File: config.mk
export PLATFORM = sky130hd
export DESIGN_NAME = tkl_cmp
export DESIGN_NICKNAME = d
export VERILOG_FILES = /design/src/rtl/tkl_pkg.sv /design/src/rtl/tkl_cmp.sv
export SDC_FILE = /design/constraint.sdc
export NUM_CORES = 1
export LEC_CHECK = 0
export ABC_AREA = 1
export BUFFER_PORTS_ARGS = -buffer_cell sky130_fd_sc_hd__buf_4
export CAP_MARGIN = 15
export CORE_ASPECT_RATIO = 0.7
export CORE_MARGIN = 1.5
export CORE_UTILIZATION = 43
export DETAILED_ROUTE_END_ITERATION = 16
export PLACE_DENSITY = 0.86
export SKIP_LAST_GASP = 1
export SYNTH_ARGS = -nofsm -noshare
export SYNTH_HDL_FRONTEND = slang
export SYNTH_SLANG_ARGS = --single-unit
File: constraint.sdc
create_clock -name vclk -period 2.55
set_clock_uncertainty 0.15 [all_clocks]
set_input_delay 0.51 -clock vclk [all_inputs]
set_output_delay 0.51 -clock vclk [all_outputs]
set_load 0.02 [all_outputs]
File: src/rtl/tkl_pkg.sv
package tkl_pkg;

  localparam int CFG_W     = 7;
  localparam int REG_IDX_W = 1;

  localparam logic [REG_IDX_W-1:0] REG_KEEP_COUNT = 1'b0;
  localparam logic [REG_IDX_W-1:0] REG_BATCH_SIZE = 1'b1;

  localparam logic MODE_ADD   = 1'b0;
  localparam logic MODE_FLUSH = 1'b1;

  localparam logic [CFG_W-1:0] KEEP_COUNT_RST = 7'd64;
  localparam logic [CFG_W-1:0] BATCH_SIZE_RST = 7'd64;

  typedef struct packed {
    logic               mode;
    logic signed [63:0] stamp;
    logic [31:0]        record_handle;
  } tkl_in_t;

  typedef struct packed {
    logic signed [63:0] out_stamp;
    logic [31:0]        out_handle;
    logic               batch_end;
    logic               last;
  } tkl_out_t;

  typedef struct packed {
    logic signed [63:0] stamp;
    logic [31:0]        handle;
  } tkl_entry_t;

  typedef struct packed {
    logic lt_key;
    logic lt_full;
  } tkl_cmp_t;

  typedef enum logic [1:0] {
    ST_IDLE,
    ST_SCAN,
    ST_DECIDE,
    ST_EMIT
  } tkl_state_t;

endpackage

File: src/rtl/tkl_cmp.sv
module tkl_cmp
  import tkl_pkg::*;
(
  input  tkl_entry_t a,
  input  tkl_entry_t b,
  output tkl_cmp_t   res
);

  logic key_lt;
  logic key_eq;

  assign key_lt      = $signed(a.stamp) < $signed(b.stamp);
  assign key_eq      = a.stamp == b.stamp;
  assign res.lt_key  = key_lt;
  assign res.lt_full = key_lt || (key_eq && (a.handle < b.handle));

endmodule

# [After elaboration in Yosys (flattened, before gate mapping)]
# Cells that the tools add are included.
[word_totals] mem_bits_ro=0 input_bits=192 latchBits=0 mem_count=0 ramBits=0 regBits=0 elab_cells=5 out_inout_bits=2
[classes] order_cmp=2 n_mul=0 n_mux=0 n_div=0 eq_ne=1 n_bitwise=0 n_reduce_logical=2 shifts=0 n_addsub=0
[op_table] operator="$eq A64 B64 Y1" count=1
[op_table] operator="$lt A64 B64 Y1" count=1
[op_table] operator="$lt A32 B32 Y1" count=1
[op_table] operator="$logic_and A1 B1 Y1" count=1
[op_table] operator="$logic_or A1 B1 Y1" count=1

# [Depth between registers and ports, before layout]
# Gate-level depths: netlist of run 1.
[logic_depth] word_depth=3 depth_mapped=16 ltp_nobuf=15

# [Worst setup path after synthesis of run 1]
# Ideal clock, no wire load.
[synth_timing] path_kind="input-to-output" from="input port b[39] in the netlist's numbering" to="output port res[0] in the netlist's numbering" t_arrival_ps=1695 stages=12 slack_ps=195 path_buffers=0 cell_sequence="inv_1 ha_1 nand2_1 nor2_1 nand2_1 nor2_1 nand3_1 nor2_1 nand3_1 nor2_1 nand2_1 nand3_1"
[synth_rtl] item="start, declared" line_no="tkl_cmp.sv:5" rtl="input tkl_entry_t b,"
[synth_rtl] item="end, declared" line_no="tkl_cmp.sv:6" rtl="output tkl_cmp_t res"

==> impl_metrics.env, run 1 <==
export IMPL_p_sw_mw=0.473
export IMPL_avgRoutedWirePerCell_um=20.8
export IMPL_p_per_area_nw_per_um2=190
export IMPL_avgSynthCellArea_um2=6.13
export IMPL_die_h_um=67.4
export IMPL_syn2layout_area_growth_pct=105
export IMPL_p_comb_frac=1.000
export IMPL_hold_class="input pin to output pin"
export IMPL_p_total_mw=0.989
export IMPL_period_needed_ns=2.78
export IMPL_grt_met3_usage=0.0642
export IMPL_setup_violations=2
export IMPL_preCtsSetupSlack_ns=-0.128
export IMPL_peakVddDrop_v=0.0000911
export IMPL_dp_hpwl_mm=7.26
export IMPL_nets=903
export IMPL_p_int_mw=0.516
export IMPL_track_usage=0.313
export IMPL_path_class="input pin to output pin"
export IMPL_final_cell_mix="buf_4, inv_1, nand2_1"
export IMPL_die_area_um2=6410
export IMPL_seq_power_share=0
export IMPL_viasPerCell=5.76
export IMPL_holdWs_ns=1.52
export IMPL_grt_overflow=0
export IMPL_gp_congestion=0.810
export IMPL_maxCapViolations=0
export IMPL_hold_start="a[95]"
export IMPL_violations="setup timing"
export IMPL_die_x_um=95.0
export IMPL_grt_pass1_vias=3728
export IMPL_grt_max_degree=5
export IMPL_end_kind="output pin"
export IMPL_grt_setup_unrepaired="true"
export IMPL_finalHoldViolations=0
export IMPL_syn_cell_area_um2=2550
export IMPL_seq_area_um2=0
export IMPL_use_met2=0.621
export IMPL_syn_inst=416
export IMPL_yosysSeqAreaShare=0
export IMPL_grt_busiest_layer="met2"
export IMPL_fmaxAchievable_mhz=359
export IMPL_grt_first_pass_wirelength_mm=15.8
export IMPL_drc=0
export IMPL_fill_cells=226
export IMPL_n_sequential_cell=0
export IMPL_cp_max_fo=2
export IMPL_placed_cells=688
export IMPL_wl_mm=14.3
export IMPL_drt_first_pass_iters=5
export IMPL_num_vias=3971
export IMPL_tightest_slew_ns=0.272
export IMPL_syn_num_nets=703
export IMPL_io_buffers=194
export IMPL_crit_arrival_ns=2.12
export IMPL_core_area_um2=5730
export IMPL_initial_core_util=0.445
export IMPL_grtUsageMet1=0.300
export IMPL_antenna_found_initial=0
export IMPL_diodes=0
export IMPL_pin_count=194
export IMPL_final_cells=689
export IMPL_post_route_period_util=1.09
export IMPL_final_antenna_net_count=0
export IMPL_rows=23
export IMPL_cp_start_kind="input pin"
export IMPL_clkbuf_count=0
export IMPL_crit_path_start="b[69]"
export IMPL_final_layout_size_suffix_gt1_frac=0.596
export IMPL_cts_hold_fix_buffers=0
export IMPL_slew_viol_final=0
export IMPL_required_ns=1.89
export IMPL_power_share_switching=0.479
export IMPL_yosysWarnings=0
export IMPL_run_status="complete, but fails checks"
export IMPL_p_leak_nw=2.81
export IMPL_synth_cell_types=16
export IMPL_final_common_cell="buf_4"
export IMPL_setup_ws_ns=-0.234
export IMPL_clkPwrFrac=0
export IMPL_maxSlewHeadroom=0.817
export IMPL_drt_iter0_drc=258
## synth_stat cells
library cell	number	area (µm²)
o21ai_0	12	60.1
o21bai_1	1	7.51
ha_1	95	1190
a211oi_1	3	22.5
o21a_1	4	30.0
nor3_2	1	10.0
nand4_2	1	12.5
and2_1	1	6.26
buf_4	1	7.51
inv_1	120	450
nand3_1	12	60.1
a21oi_1	43	215
nand2_1	91	342
nor3_1	4	20.0
nand4_1	6	37.5
nor2_1	21	78.8
## logic make-up (layout without fill, tap and decap cells)
logic type	after synthesis	count (layout)	share of synthesized area
AND/OR/NAND/NOR	137	137	0.222
AO/OA/AOI/OAI	63	63	0.132
buffers and inverters	121	319	0.180
adder cells (fa/ha/maj)	95	95	0.466
## power by group through the flow
stage	Combinational (mW)	Sequential, mW	Clock (mW)
final	0.989	0	0
after CTS	0.748	0	0
after global placement	0.574	0	0
after detailed placement	0.601	0	0
after global routing	1.07	0	0
after floorplan	0.288	0	0
## area by class of cell
type | count | area [µm²] | share of cell area
Inverter | 120 | 483 | 0.0926
Multi-Input combinational cell | 295 | 3060 | 0.586
Tap cell | 75 | 93.8 | 0.0180
Timing Repair Buffer | 199 | 1580 | 0.303
## critical path, stage by stage
cell and delay [ns]:
buf_4 0.09, inv_1 0.06, ha_4 0.27, nand4_1 0.19, inv_1 0.17, nand4_1 0.14
nor3_2 0.22, nand2_1 0.13, nand2_1 0.10, nand2_2 0.07, nand2_2 0.07, buf_6 0.11
## per-stage QoR
| step | TNS, ns | area (µm²) | util |
|---|---|---|---|
| 2_1_floorplan | 0 | 2550 | - |
| 3_3_place_gp | -0.179 | 4120 | 0.720 |
| 3_5_place_dp | -0.216 | 4120 | 0.720 |
| 4_1_cts | -0.00412 | 4800 | 0.839 |
| 5_1_grt | -0.789 | 5210 | 0.910 |
| 6_report | -0.468 | 5210 | 0.910 |
## final timing paths
path,end,slack (ns),cells past startpoint
max,res[1],-0.23,12
min,res[1],1.52,6
## per-layer routing
layer,vias to the layer above,part of all wire
li1,1718,-
met1,1730,0.33
met2,385,0.47
met3,138,0.12
met4,0,0.091
met5,-,0
## timing repair
action	4_1_cts	5_1_grt
setup buffers	0	1
gates resized for setup	134	92
endpoints found under the setup margin	2	2
pin swaps	64	62
Power figures use the tool's default switching activity.
==> inputs of run 2 (changes only) <==
==> constraint.sdc (replaced) <==
create_clock -name vclk -period 3.1
set_clock_uncertainty 0.15 [all_clocks]
set_input_delay 0.62 -clock vclk [all_inputs]
set_output_delay 0.62 -clock vclk [all_outputs]
set_load 0.02 [all_outputs]
==> run 2 against run 1 <==
Compared with the run above: design area decreased by 21%; non-clock buffer count fell by 5; worst hold slack gained 0.18 ns; via count decreased by 19%; count of clock-buffer cells in the layout unchanged; utilization is 20 points lower; worst setup slack improved by 0.44 ns; cell count down 0.73%; the run now ends clean.
==> impl_metrics.env, run 2 (same netlist as run 1, synthesis figures left out) <==
export IMPL_hold_start="a[95]"
export IMPL_drc=0
export IMPL_post_route_period_util=0.935
export IMPL_finalHoldViolations=0
export IMPL_fmaxAchievable_mhz=345
export IMPL_diodes=0
export IMPL_holdWs_ns=1.70
export IMPL_clkbuf_count=0
export IMPL_period_needed_ns=2.90
export IMPL_viasPerCell=4.73
export IMPL_post_cts_buffers=0
export IMPL_n_sequential_cell=0
export IMPL_cts_resized_gates=0
export IMPL_gp_congestion=0.788
export IMPL_final_layout_size_suffix_gt1_frac=0.323
export IMPL_grt_overflow=0
export IMPL_cp_top_family="simple AND/OR/NAND/NOR gates"
export IMPL_crit_arrival_ns=2.13
export IMPL_peakVddDrop_v=0.0000633
export IMPL_nets=898
export IMPL_p_total_mw=0.490
export IMPL_rows=23
export IMPL_fin_area_um2=4090
export IMPL_preCtsSetupSlack_ns=0.178
export IMPL_required_ns=2.33
export IMPL_core_area_um2=5730
export IMPL_wl_mm=7.85
export IMPL_die_area_um2=6410
export IMPL_p_leak_nw=2.70
export IMPL_avgRoutedWirePerCell_um=11.5
export IMPL_cp_max_fo=3
export IMPL_slew_viol_final=0
export IMPL_die_x_um=95.0
export IMPL_p_per_area_nw_per_um2=120
export IMPL_whs_path_depth=5
export IMPL_final_cells=684
export IMPL_path_class="input pin to output pin"
export IMPL_die_h_um=67.4
export IMPL_tns_ns=0
export IMPL_dp_hpwl_mm=7.50
export IMPL_run_status="finished, final reports clean"
export IMPL_final_common_cell="buf_4"
export IMPL_pin_count=194
export IMPL_fill_cells=467
export IMPL_fin_util=0.715
export IMPL_maxSlewHeadroom=0.798
export IMPL_tightest_slew_ns=0.300
export IMPL_placed_cells=684
export IMPL_crit_path_start="a[47]"
export IMPL_final_antenna_net_count=0
export IMPL_end_kind="output pin"
export IMPL_final_cell_mix="buf_4, inv_1, ha_1"
export IMPL_slowest_stage="nor3_1"
export IMPL_track_usage=0.232
export IMPL_maxCapViolations=0
export IMPL_dpl_cell_area_um2=4090
export IMPL_grt_max_degree=6
export IMPL_drt_iter0_drc=53
export IMPL_syn2layout_area_growth_pct=60.6
export IMPL_seq_area_um2=0
export IMPL_initial_core_util=0.445
export IMPL_crit_chain="buf_4, ha_1, nand2_1, nor3_1, nand3_1, nor2_1, nand3_1, nor2_1, nand2_1, nand3_1, buf_4"
export IMPL_num_vias=3236
export IMPL_antenna_found_initial=0
export IMPL_cts_hold_fix_buffers=0
export IMPL_cp_common_cell="nand3_1"
export IMPL_whs_endpoint="res[1]"
export IMPL_cp_start_kind="input pin"
export IMPL_setup_violations=0
export IMPL_cp_slowest_stage_delay_ns=0.31
export IMPL_drt_first_pass_iters=4
export IMPL_grt_pass1_vias=3040
export IMPL_hold_class="input pin to output pin"
export IMPL_grt_setup_unrepaired="false"
export IMPL_cp_num_buf_inv=2
export IMPL_grt_first_pass_wirelength_mm=11.9
export IMPL_setup_ws_ns=0.201
export IMPL_io_buffers=194
## run 2: changes by cell type in the layout (fill, tap and decap cells not counted), sizes merged
| cell | change |
|---|---|
| buf | -5 |
## run 2: routing by layer
metal,track usage,vias to the layer above,share of wire
met1,0.235,1381,0.38
met2,0.495,132,0.52
met5,0,-,0
li1,-,1707,-
met4,0.0466,0,0.019
met3,0.0383,16,0.086
## run 2: report_power, final
part	internal [mW]	total, mW	switching, mW
combinational	0.281	0.490	0.209
clock	0	0	0
sequential	0	0	0
total	0.281	0.490	0.209
## run 2: area by class of cell
cell class	count	area (µm²)	share of cell area
Timing Repair Buffer	194	1460	0.356
Tap cell	75	93.8	0.0229
Inverter	120	450	0.110
Multi-Input combinational cell	295	2090	0.511
## run 2: how the worst max path moves through the flow
stage	endpoint	slack, ns	cells past startpoint
finish	res[0]	0.20	11
global route	res[0]	0.04	13
CTS	res[0]	0.17	10
detailed placement	res[0]	0.18	10
global placement	res[0]	0.22	11
floorplan	res[0]	0.53	12
## run 2: tightest hold or removal path, stage by stage
cell	delay, ns
buf_4	0.08
ha_2	0.21
nand3_1	0.10
nand2_1	0.08
buf_4	0.13
